**config.mk**
```make
export PLATFORM = sky130hd
export DESIGN_NAME = five_axis_line_step_generator_unit
export DESIGN_NICKNAME = d
export VERILOG_FILES = /design/src/hdl/lsg_pkg.sv /design/src/hdl/lsg_axis_lane.sv /design/src/hdl/lsg_major_max.sv /design/src/hdl/lsg_skid_buffer.sv /design/src/hdl/five_axis_line_step_generator_unit.sv
export SDC_FILE = /design/constraint.sdc
export NUM_CORES = 2
export LEC_CHECK = 0
export BUFFER_PORTS_ARGS = -buffer_cell sky130_fd_sc_hd__buf_2
export CELL_PAD_IN_SITES_DETAIL_PLACEMENT = 1
export CELL_PAD_IN_SITES_GLOBAL_PLACEMENT = 2
export CORE_AREA = 2 2 317 319
export DETAILED_ROUTE_END_ITERATION = 8
export DIE_AREA = 0 0 319 321
export HOLD_SLACK_MARGIN = 0.08
export PLACE_DENSITY = 0.87
export SLEW_MARGIN = 25
export SYNTH_ARGS = -nofsm -noshare
export SYNTH_HDL_FRONTEND = slang
export SYNTH_SLANG_ARGS = --single-unit
```
**constraint.sdc**
```tcl
create_clock -name clock -period 55.2 [get_ports clock]
set_input_delay 8.28 -clock clock [delete_from_list [all_inputs] [get_ports clock]]
set_output_delay 8.28 -clock clock [all_outputs]
set_load 0.05 [all_outputs]
```
**src/hdl/lsg_pkg.sv**
```systemverilog
`timescale 1ns / 1ps
package lsg_pkg;

   localparam int DELTA_WIDTH_DEF = 24;
   localparam int FIELD_WIDTH     = 24;
   localparam int PERIOD_WIDTH    = 32;
   localparam int NUM_AXES        = 5;
   localparam int REQ_DATA_WIDTH  = 152;
   localparam int RSP_DATA_WIDTH  = 48;

   localparam logic KIND_LOAD = 1'b0;
   localparam logic KIND_TICK = 1'b1;

   localparam logic [1:0] STEP_NONE = 2'b00;
   localparam logic [1:0] STEP_FWD  = 2'b01;
   localparam logic [1:0] STEP_REV  = 2'b11;

   typedef struct packed {
      logic load;
      logic advance;
   } lane_ctrl_type;

   typedef struct packed {
      logic                    step_valid;
      logic [1:0]              step_x;
      logic [1:0]              step_y;
      logic [1:0]              step_z;
      logic [1:0]              step_a;
      logic [1:0]              step_b;
      logic [PERIOD_WIDTH-1:0] period;
      logic                    last;
   } rsp_type;

endpackage

```
**src/hdl/lsg_axis_lane.sv**
```systemverilog
`timescale 1ns / 1ps
module lsg_axis_lane #(
   parameter int DELTA_WIDTH = lsg_pkg::DELTA_WIDTH_DEF
) (
   input  logic                         clock,
   input  logic                         reset,
   input  lsg_pkg::lane_ctrl_type       ctrl,
   input  logic signed [DELTA_WIDTH-1:0] delta,
   input  logic [DELTA_WIDTH-1:0]       major_abs,
   output logic [DELTA_WIDTH-1:0]       load_abs,
   output logic [1:0]                   step
);

   localparam int ERR_WIDTH = DELTA_WIDTH + 2;

   logic [DELTA_WIDTH-1:0]      abs_ff, abs_in;
   logic                        neg_ff, neg_in;
   logic signed [ERR_WIDTH-1:0] err_ff, err_in;
   logic                        fire;
   logic signed [ERR_WIDTH-1:0] two_abs, two_major;

   assign load_abs  = delta[DELTA_WIDTH-1] ? (~delta + 1'b1) : delta;
   assign fire      = (err_ff > 0);
   assign two_abs   = $signed({1'b0, abs_ff, 1'b0});
   assign two_major = $signed({1'b0, major_abs, 1'b0});
   assign step      = fire ? (neg_ff ? lsg_pkg::STEP_REV : lsg_pkg::STEP_FWD)
                           : lsg_pkg::STEP_NONE;

   always_comb begin
      abs_in = abs_ff;
      neg_in = neg_ff;
      err_in = err_ff;
      if (ctrl.load) begin
         abs_in = load_abs;
         neg_in = delta[DELTA_WIDTH-1];
         err_in = $signed({1'b0, load_abs, 1'b0}) - $signed({2'b00, major_abs});
      end else if (ctrl.advance) begin
         // the major lane keeps its error at the major distance and fires every tick
         err_in = (fire ? (err_ff - two_major) : err_ff) + two_abs;
      end
   end

   always_ff @(posedge clock) begin
      if (reset) begin
         abs_ff <= '0;
         neg_ff <= 1'b0;
         err_ff <= '0;
      end else begin
         abs_ff <= abs_in;
         neg_ff <= neg_in;
         err_ff <= err_in;
      end
   end

endmodule

```
**src/hdl/lsg_major_max.sv**
```systemverilog
`timescale 1ns / 1ps
module lsg_major_max #(
   parameter int DELTA_WIDTH = lsg_pkg::DELTA_WIDTH_DEF
) (
   input  logic [lsg_pkg::NUM_AXES-1:0][DELTA_WIDTH-1:0] lane_abs,
   output logic [DELTA_WIDTH-1:0]                        major_abs
);

   logic [DELTA_WIDTH-1:0] max_xy, max_za, max_xyza;

   // only the major distance matters, so ties need no resolving here
   assign max_xy    = (lane_abs[1] > lane_abs[0]) ? lane_abs[1] : lane_abs[0];
   assign max_za    = (lane_abs[3] > lane_abs[2]) ? lane_abs[3] : lane_abs[2];
   assign max_xyza  = (max_za > max_xy) ? max_za : max_xy;
   assign major_abs = (lane_abs[4] > max_xyza) ? lane_abs[4] : max_xyza;

endmodule

```
**src/hdl/lsg_skid_buffer.sv**
```systemverilog
`timescale 1ns / 1ps
module lsg_skid_buffer (
   input  logic             clock,
   input  logic             reset,
   input  logic             in_valid,
   output logic             in_ready,
   input  lsg_pkg::rsp_type in_data,
   output logic             out_valid,
   input  logic             out_ready,
   output lsg_pkg::rsp_type out_data
);

   logic             main_valid_ff, main_valid_in;
   logic             skid_valid_ff, skid_valid_in;
   lsg_pkg::rsp_type main_ff, main_in;
   lsg_pkg::rsp_type skid_ff, skid_in;
   logic             push, main_free;

   assign in_ready  = ~skid_valid_ff;
   assign push      = in_valid & ~skid_valid_ff;
   assign main_free = ~main_valid_ff | out_ready;
   assign out_valid = main_valid_ff;
   assign out_data  = main_ff;

   always_comb begin
      main_valid_in = main_valid_ff;
      skid_valid_in = skid_valid_ff;
      main_in       = main_ff;
      skid_in       = skid_ff;
      if (main_free) begin
         if (skid_valid_ff) begin
            // advance the parked beat
            main_in       = skid_ff;
            main_valid_in = 1'b1;
            skid_valid_in = 1'b0;
         end else begin
            main_in       = in_data;
            main_valid_in = push;
         end
      end else if (push) begin
         skid_in       = in_data;
         skid_valid_in = 1'b1;
      end
   end

   always_ff @(posedge clock) begin
      if (reset) begin
         main_valid_ff <= 1'b0;
         skid_valid_ff <= 1'b0;
      end else begin
         main_valid_ff <= main_valid_in;
         skid_valid_ff <= skid_valid_in;
      end
   end

   always_ff @(posedge clock) begin
      main_ff <= main_in;
      skid_ff <= skid_in;
   end

endmodule

```
**src/hdl/five_axis_line_step_generator_unit.sv**
```systemverilog
`timescale 1ns / 1ps
// Five-axis line step generator.
// Input stream (req_): tuser selects the beat kind: 0 loads a move from the five
// signed deltas and the period in tdata, 1 asks for one step tick. A load replaces
// any active move. Every input beat yields exactly one output beat.
// Output stream (rsp_): tuser is step_valid, tdata holds the five 2-bit steps
// (-1, 0, +1) and the move period, tlast marks the final step of the move.
// Load beats, ticks while idle and zero-length moves give an all-zero beat.
// Five axis lanes keep distance, sign and error term; the major distance comes
// from a max tree over the lanes at load time. The move state updates in the
// cycle a beat is accepted, so one beat is taken every clock unless req_tready
// is low. Each result is registered in the output buffer before it reaches rsp_.
// Throughput: 1 beat per cycle. A two-entry output buffer takes beats while the
// receiver stalls; req_tready drops only once both entries are full.
// Reset clears the move (idle) and empties the output buffer.
module five_axis_line_step_generator_unit #(
   parameter int DELTA_WIDTH = lsg_pkg::DELTA_WIDTH_DEF
) (
   input  logic                               clock,
   input  logic                               reset,
   input  logic                               req_tvalid,
   output logic                               req_tready,
   // delta_x, delta_y, delta_z, delta_a, delta_b, period_in
   input  logic [lsg_pkg::REQ_DATA_WIDTH-1:0] req_tdata,
   // kind
   input  logic                               req_tuser,
   output logic                               rsp_tvalid,
   input  logic                               rsp_tready,
   // step_x, step_y, step_z, step_a, step_b, period_out, zero pad
   output logic [lsg_pkg::RSP_DATA_WIDTH-1:0] rsp_tdata,
   // step_valid
   output logic                               rsp_tuser,
   output logic                               rsp_tlast
);

   localparam int FW = lsg_pkg::FIELD_WIDTH;
   localparam int PW = lsg_pkg::PERIOD_WIDTH;
   localparam int NA = lsg_pkg::NUM_AXES;

   logic [DELTA_WIDTH-1:0] major_ff, major_in;
   logic [DELTA_WIDTH-1:0] steps_left_ff, steps_left_in;
   logic [PW-1:0]          period_ff, period_in;

   logic                               accept, do_load, do_tick;
   lsg_pkg::lane_ctrl_type             lane_ctrl;
   logic [NA-1:0][DELTA_WIDTH-1:0]     lane_abs;
   logic [NA-1:0][1:0]                 lane_step;
   logic [DELTA_WIDTH-1:0]             new_major, lane_major;
   lsg_pkg::rsp_type                   result, rsp_beat;

   assign accept  = req_tvalid & req_tready;
   assign do_load = accept & (req_tuser == lsg_pkg::KIND_LOAD);
   assign do_tick = accept & (req_tuser == lsg_pkg::KIND_TICK) & (steps_left_ff != '0);

   assign lane_ctrl.load    = do_load;
   assign lane_ctrl.advance = do_tick;
   assign lane_major        = do_load ? new_major : major_ff;

   for (genvar g = 0; g < NA; g++) begin : g_lane
      logic [FW+DELTA_WIDTH-1:0] field_ext;
      assign field_ext = {{DELTA_WIDTH{1'b0}}, req_tdata[g*FW +: FW]};

      lsg_axis_lane #(.DELTA_WIDTH(DELTA_WIDTH)) u_lane (
         .clock     (clock),
         .reset     (reset),
         .ctrl      (lane_ctrl),
         .delta     ($signed(field_ext[DELTA_WIDTH-1:0])),
         .major_abs (lane_major),
         .load_abs  (lane_abs[g]),
         .step      (lane_step[g])
      );
   end

   lsg_major_max #(.DELTA_WIDTH(DELTA_WIDTH)) u_major (
      .lane_abs  (lane_abs),
      .major_abs (new_major)
   );

   always_comb begin
      major_in      = major_ff;
      steps_left_in = steps_left_ff;
      period_in     = period_ff;
      if (do_load) begin
         major_in      = new_major;
         steps_left_in = new_major;
         period_in     = req_tdata[NA*FW +: PW];
      end else if (do_tick) begin
         steps_left_in = steps_left_ff - 1'b1;
      end
   end

   always_ff @(posedge clock) begin
      if (reset) begin
         major_ff      <= '0;
         steps_left_ff <= '0;
         period_ff     <= '0;
      end else begin
         major_ff      <= major_in;
         steps_left_ff <= steps_left_in;
         period_ff     <= period_in;
      end
   end

   // merge lane steps into one beat; loads and idle ticks give all zeros
   always_comb begin
      result.step_valid = do_tick;
      result.step_x     = do_tick ? lane_step[0] : lsg_pkg::STEP_NONE;
      result.step_y     = do_tick ? lane_step[1] : lsg_pkg::STEP_NONE;
      result.step_z     = do_tick ? lane_step[2] : lsg_pkg::STEP_NONE;
      result.step_a     = do_tick ? lane_step[3] : lsg_pkg::STEP_NONE;
      result.step_b     = do_tick ? lane_step[4] : lsg_pkg::STEP_NONE;
      result.period     = do_tick ? period_ff : '0;
      result.last       = do_tick & (steps_left_ff == DELTA_WIDTH'(1));
   end

   lsg_skid_buffer u_out (
      .clock     (clock),
      .reset     (reset),
      .in_valid  (accept),
      .in_ready  (req_tready),
      .in_data   (result),
      .out_valid (rsp_tvalid),
      .out_ready (rsp_tready),
      .out_data  (rsp_beat)
   );

   assign rsp_tdata = {6'b0, rsp_beat.period, rsp_beat.step_b, rsp_beat.step_a,
                       rsp_beat.step_z, rsp_beat.step_y, rsp_beat.step_x};
   assign rsp_tuser = rsp_beat.step_valid;
   assign rsp_tlast = rsp_beat.last;

endmodule

```
After elaboration in Yosys (flattened, before gate mapping). Index checks and enable logic that the tools add are counted. W data, S select, Z words.

$add $sub $neg: 21. $lt $le $gt $ge: 9. Equal/unequal tests: 1. Muxes and demuxes: 45. Bitwise operators: 16. Reductions and logical operators: 4.

Operator list (number): $mux W26 (15); $mux W24 (12); $add A26 B26 Y26 (5); $gt A26 B1 Y1 const B (5); $sub A25 B24 Y26 (5); $sub A26 B26 Y26 (5); $add A24 B1 Y24 const B (5); $not A24 Y24 (5); $gt A24 B24 Y1 (4); $mux W44 (1); $mux W32 (1); $mux W2 (15); $eq A24 B1 Y1 const B (1); $reduce_bool A24 Y1 (1); $sub A24 B1 Y24 const B (1); $and A1 B1 Y1 (6); $not A1 Y1 (4); $reduce_and A2 Y1 (1); $reduce_bool A2 Y1 (1); $reduce_or A2 Y1 (1); $mux W1 (1); $or A1 B1 Y1 (1).

Register bits: 425. Bits of input ports: 157. Output and inout port bits: 52. Logic and storage cells: 132.

Depth between registers and ports, before layout.
Word-level depth: 15. Gate-level depth with buffers: 78. Mapped depth without buffers: 72.

Hierarchy. From an unflattened synthesis, not the netlist that was laid out.

Cell total of the unflattened synthesis: 5323. Area, all modules: 42424.4 um^2.

By module, submodules not included: lsg_axis_lane at g_lane[3].u_lane ... (times used 2, cells an instance 841, area each 6356.1 um^2, seq. area each 1021.0 um^2); lsg_axis_lane at g_lane[1].u_lane ... (times used 2, cells an instance 850, area each 6281.0 um^2, seq. area each 1021.0 um^2); lsg_axis_lane at g_lane[0].u_lane (times used 1, cells an instance 833, area each 6282.3 um^2, seq. area each 1021.0 um^2); five_axis_line_step_generator_unit (times used 1, cells an instance 509, area each 3852.4 um^2, seq. area each 1601.5 um^2); lsg_major_max (times used 1, cells an instance 454, area each 3654.8 um^2, seq. area each 0.0 um^2); lsg_skid_buffer (times used 1, cells an instance 145, area each 3360.7 um^2, seq. area each 2682.6 um^2).

Worst setup path before layout. OpenSTA, ideal clock, no wires.

Kind: in2reg. Start: input req_tdata[11] (netlist name). End: register g_lane[0].u_lane.err_ff[25]. Library setup time: 0.074 ns. Data arrival time: 23.827 ns. Data required time: 55.126 ns. Setup slack: 31.299 ns. Stages: 69. Path buffers: 7. Path through: or4_1 > or3_1 > or2_2 > or4b_2 > clkbuf_1 > ha_1 > and4_1 > nand2_1 > or3_1 > or4_4 > and2_1 > buf_2 > buf_1 > a21oi_1 > inv_1 > ha_1 > nor2b_1 > o21a_1 > (+33 left out) > a21oi_1 > o21bai_1 > a21o_1 > a21o_1 > a21o_1 > a31o_2 > a21oi_1 > o21bai_1 > a21o_1 > a21oi_1 > o21bai_1 > a21oi_1 > o21ai_0 > a311o_1 > a31oi_1 > nor2_1 > mux2_2 > o21ai_0.

Cells in the longest elaborated chain, start to end: 15. Elaborated cells between the ends (all ways): 16. Those cells by class: add/sub: 4; order compare: 3; mux: 8; bitwise: 1.

RTL lines: from (decl) (line five_axis_line_step_generator_unit.sv:24) `input logic [lsg_pkg::REQ_DATA_WIDTH-1:0] req_tdata,`; $not A24 Y24 (line lsg_axis_lane.sv:22) `assign load_abs = delta[DELTA_WIDTH-1] ? (~delta + 1'b1) : delta;`; $add A24 B1 Y24 (line lsg_axis_lane.sv:22); $mux W24 (*) (line lsg_axis_lane.sv:22); $gt A24 B24 Y1 (line lsg_major_max.sv:12) `assign max_xy = (lane_abs[1] > lane_abs[0]) ? lane_abs[1] : lane_abs[0];`; $mux W24 (*) (line lsg_major_max.sv:12); $gt A24 B24 Y1 (line lsg_major_max.sv:14) `assign max_xyza = (max_za > max_xy) ? max_za : max_xy;`; $mux W24 (*) (line lsg_major_max.sv:14); $gt A24 B24 Y1 (line lsg_major_max.sv:15) `assign major_abs = (lane_abs[4] > max_xyza) ? lane_abs[4] : max_xyza;`; $mux W24 (*) (line lsg_major_max.sv:15); $mux W24 (*) (line five_axis_line_step_generator_unit.sv:57) `assign lane_major = do_load ? new_major : major_ff;`; via g_lane[0].u_lane.major_abs[1] (line lsg_axis_lane.sv:9) `input logic [DELTA_WIDTH-1:0] major_abs,`; $sub A26 B26 Y26 (line lsg_axis_lane.sv:39) `err_in = (fire ? (err_ff - two_major) : err_ff) + two_abs;`; $mux W26 (line lsg_axis_lane.sv:39); $add A26 B26 Y26 (line lsg_axis_lane.sv:39); $mux W26 (line lsg_axis_lane.sv:37) `end else if (ctrl.advance) begin`; $mux W26 (*) (line lsg_axis_lane.sv:33) `if (ctrl.load) begin`; to (signal assigned) (line lsg_axis_lane.sv:51) `err_ff <= err_in;`; to (decl) (line lsg_axis_lane.sv:18) `logic signed [ERR_WIDTH-1:0] err_ff, err_in;`.

The timed path passes the listed nets; every way through them passes the cells marked *. The select of a mux whose other input is x is not followed. A chain may end at the register's enable or synchronous reset.

Worst setup path in the final report.
Start: input req_tdata[72] (netlist name). End: register g_lane[0].u_lane.err_ff[25].

Cells in the longest elaborated chain, start to end: 15. Elaborated cells between the ends (all ways): 16. Those cells by class: add/sub: 4; order compare: 3; mux: 8; bitwise: 1.

RTL lines: $not A24 Y24 (*) (line lsg_axis_lane.sv:22); $add A24 B1 Y24 (*) (line lsg_axis_lane.sv:22); $mux W24 (*) (line lsg_axis_lane.sv:22); via g_lane[3].u_lane.load_abs[14] (line lsg_axis_lane.sv:10) `output logic [DELTA_WIDTH-1:0] load_abs,`; $gt A24 B24 Y1 (line lsg_major_max.sv:13) `assign max_za = (lane_abs[3] > lane_abs[2]) ? lane_abs[3] : lane_abs[2];`; $mux W24 (*) (line lsg_major_max.sv:13); $gt A24 B24 Y1 (line lsg_major_max.sv:14); $mux W24 (*) (line lsg_major_max.sv:14); $gt A24 B24 Y1 (line lsg_major_max.sv:15); $mux W24 (*) (line lsg_major_max.sv:15); $mux W24 (*) (line five_axis_line_step_generator_unit.sv:57); via g_lane[0].u_lane.major_abs[1] (line lsg_axis_lane.sv:9); $sub A26 B26 Y26 (line lsg_axis_lane.sv:39); $mux W26 (line lsg_axis_lane.sv:39); $add A26 B26 Y26 (line lsg_axis_lane.sv:39); $mux W26 (line lsg_axis_lane.sv:37); $mux W26 (*) (line lsg_axis_lane.sv:33).

Marked as above.

==> results.tsv <==
stage	metric	value	unit
route	viasPerCell	5.95	
route	drt-total-wl	154000	um
critical_path	crit_cells	72	
grt	grt.total_usage	29.3	%
synth	avgSynthCellArea	7.89	um2
clock_tree	cts_tree	yes	
synth	synthFlopType	dfxtp_1	
placement	port_buffers	202	
synth	synth_most_common_cell	ha_1	
synth	synth_area	39300	um2
synth	yosys.area.top_type	dfxtp_1	
placement	post-dp-hpwl	117000	um
pwr	leakagePower	19.1	nW
timing	setup_tns	0	ps
critical_path	endpoint_kind	flop	
layout	area_delta_synth_final	11.2	%
timing	fmax	41.3	MHz
clock_tree	clk_latency	700	ps
timing	final_hold_viol_count	0	
grt	overflow	0	
critical_path	reg2reg_depth	27	
synth	synth_seq_area_share	23.7	%
route	vias	38400	
clock_tree	clkTransAtPathRegs	60	ps
placement	place_inst	6344	
synth	yosys_warnings	0	
route	initialDrtViolationCount	2452	
synth	synth_area_leaders	dfxtp_1 (17%), ha_1 (15%), edfxtp_1 (6.7%)	
grt	grt_pass1_vias	38100	
floorplan	core	99300	um2
timing	rsz0062_at_grt	false	
critical_path	worst_path_most_repeated_cell	a21oi_1	
critical_path	cp_slowest_stage_delay	710	ps
outcome	outcome	finished clean	
job	maxCapViolations	0	
clock_tree	numCtsBuffers	55	
timing	maxSlewHeadroom	28.5	%
layout	layout.nets	5732	
layout	final_cell_count_no_fill	6447	
clock_tree	ctsHoldBuffers	0	
grt	grt_pass1_wl	233000	um
floorplan	fp.dieW	319	um
min_path	hold-path-cell-count	2	
clock_tree	h-tree-depth	2	
route	drcViolationCount	0	
timing	finalSetupViolCount	0	
layout	layout-drive-gt1-share	9.42	%
placement	routabilityCongestion	0.943	
synth	synthTopCellsByCount	ha_1 (457), nand2_1 (454), nor2_1 (447), a21oi_1 (399), dfxtp_1 (333)	
clock_tree	cts_resized	0	
grt	antenna_found_initial	3	
floorplan	initial_core_util	39.6	%
route	wl_met2	69500	um
min_path	holdCritStartpoint	period_ff[24]	
critical_path	crit_path_top_delay_cell	nor2_4	
floorplan	fp-row-count	116	
pwr	peakVddDrop	0.0301	mV
clock_tree	root_buffer	clkbuf_16	
timing	final_max_slew_viol_count	0	
layout	final_area	43700	um2
critical_path	cp_max_fo	38	
route	wl_met3	7750	um
synth	async_reset_ff_share	0	%
critical_path	cp_top_family	compound AO/OA/AOI/OAI gates	
timing	worst_pin_slew	1070	ps
synth	synth_seq_cells	421	
critical_path	path_buf_inv	7	
synth	syn_inst	4982	
placement	dpl_cell_area	41800	um2
route	m1WireLength	70400	um
timing	fin_crit_sh	43.9	%
timing	finalClockSkew	73.4	ps
clock_tree	post_cts_buffers	0	
synth	yosysTopAreaCellShare	17.0	%
pwr	p_per_area	73.2	nW/um2
route	first_pass_iters	5	
layout	n_fill_cell	12200	
clock_tree	cts.sinks	421	
floorplan	top_level_ports	209	
critical_path	crit_required	55830	ps
synth	synth_cell_type_count	99	
min_path	worstHoldPathType	flop to flop	
critical_path	cp.arrival	24860	ps
timing	finalCriticalPeriod	24220	ps
critical_path	rr_startpoint	u_out.skid_valid_ff	
clock_tree	cts_buffer_depth	3	
route	top_layer	met5	
critical_path	crit_type	input port to flop	
critical_path	startpoint	req_tdata[72]	
synth	synth_edf_count	88	
critical_path	crit_path_start_kind	input port	
floorplan	die_h	321	um
floorplan	dieArea	102000	um2
grt	grt_max_degree	147	
route	ant_nets	0	
route	wl_per_cell	23.9	um
==> where the power goes <==
part           switching [mW]  internal, mW  total [mW]
clock network           0.163         0.215       0.378
registers              0.0656         0.369       0.435
logic                    1.42         0.965        2.38
total                    1.65          1.55        3.20
==> cell families (layout without fill, tap and decap cells) <==
kind of cell | Yosys count | after routing | synth area share, %
simple gates | 1461 | 1461 | 17.3
fa+ha+maj | 481 | 481 | 15.6
buf+inv | 500 | 660 | 4.87
mux | 74 | 74 | 1.94
compound gates | 1636 | 1636 | 27.5
other cells | 1 | 8 | 0.00954
flops | 421 | 421 | 23.7
xor+xnor | 408 | 408 | 9.13
==> final timing paths <==
check | end | slack, ps
worst max register to register | g_lane[3].u_lane.err_ff[24] | 46490
worst min register to register | period_ff[24] | 450
worst min-delay path | period_ff[24] | 450
worst max-delay path | g_lane[0].u_lane.err_ff[25] | 30980
==> stage by stage <==
stage / util, % / power (mW) / setup WS [ps] / hold slack (ps)
2_1_floorplan: - / 2.17 / 31300 / 432
4_1_cts: 44.0 / 3.19 / 31270 / 455
3_3_place_gp: 42.1 / 2.74 / 30750 / 436
6_report: 44.0 / 3.20 / 30980 / 454
5_1_grt: 44.0 / 3.48 / 29800 / 472
3_5_place_dp: 42.1 / 2.78 / 30590 / 445
==> final cells by class <==
class	count	area [um2]	share of cell area, %
Clock buffer	72	1530	3.50
Inverter	284	1070	2.45
Sequential cell	421	9310	21.3
Clock inverter	29	328	0.750
Multi-Input combinational cell	4066	28200	64.6
Antenna cell	2	5.00	0.0115
Timing Repair Buffer	275	1580	3.62
Tap cell	1298	1620	3.72
==> flip-flops by register name, indices dropped and copies added, names as in the netlist <==
name / flops
major_ff: 24
g_lane.u_lane.neg_ff: 5
g_lane.u_lane.err_ff: 126
u_out.skid_ff: 44
u_out.skid_valid_ff: 1
u_out.out_data: 44
steps_left_ff: 24
g_lane.u_lane.abs_ff: 120
period_ff: 32
u_out.out_valid: 1
==> layer usage <==
layer / track usage [%] / up-vias
met5: 0 / -
met4: 11.8 / 4
met3: 3.34 / 251
met2: 48.2 / 954
met1: 39.1 / 18800
li1: - / 18400
==> cell usage in the layout (no fill, tap or decap), drive strengths merged, types with 16 or more instances in the layout <==
| cell | n |
|---|---|
| o31ai | 62 |
| or4 | 18 |
| nand2b | 42 |
| o41ai | 19 |
| nand2 | 455 |
| clkbuf | 72 |
| and3 | 21 |
| or2 | 20 |
| nor4 | 45 |
| xnor2 | 210 |
| a221oi | 25 |
| buf | 275 |
| a21oi | 400 |
| nor2b | 49 |
| edfxtp | 88 |
| xor2 | 198 |
| nand4 | 38 |
| nand3 | 63 |
| a211oi | 237 |
| nor2 | 449 |
| inv | 288 |
| or3 | 40 |
| nor3 | 131 |
| a21o | 196 |
| o21a | 65 |
| o21ai | 326 |
| mux2 | 17 |
| ha | 457 |
| o211ai | 25 |
| dfxtp | 333 |
| and2 | 59 |
| a31oi | 34 |
| a311oi | 16 |
| clkinv | 18 |
| mux2i | 57 |
| o21bai | 80 |
==> worst register-to-register path: cells and delay by family, from the launching register on <==
| family | cells | cell delay, ps |
|---|---|---|
| buffers and inverters | 3 | 1890 |
| adders and majority gates | 2 | 700 |
| and+or+nand+nor | 7 | 1180 |
| xor gates and xnor gates | 1 | 130 |
| AOI/OAI and AO/OA | 13 | 3430 |
| muxes | 1 | 270 |
| DFF | 1 | 970 |
No activity file was read; power rests on OpenSTA's default activity.
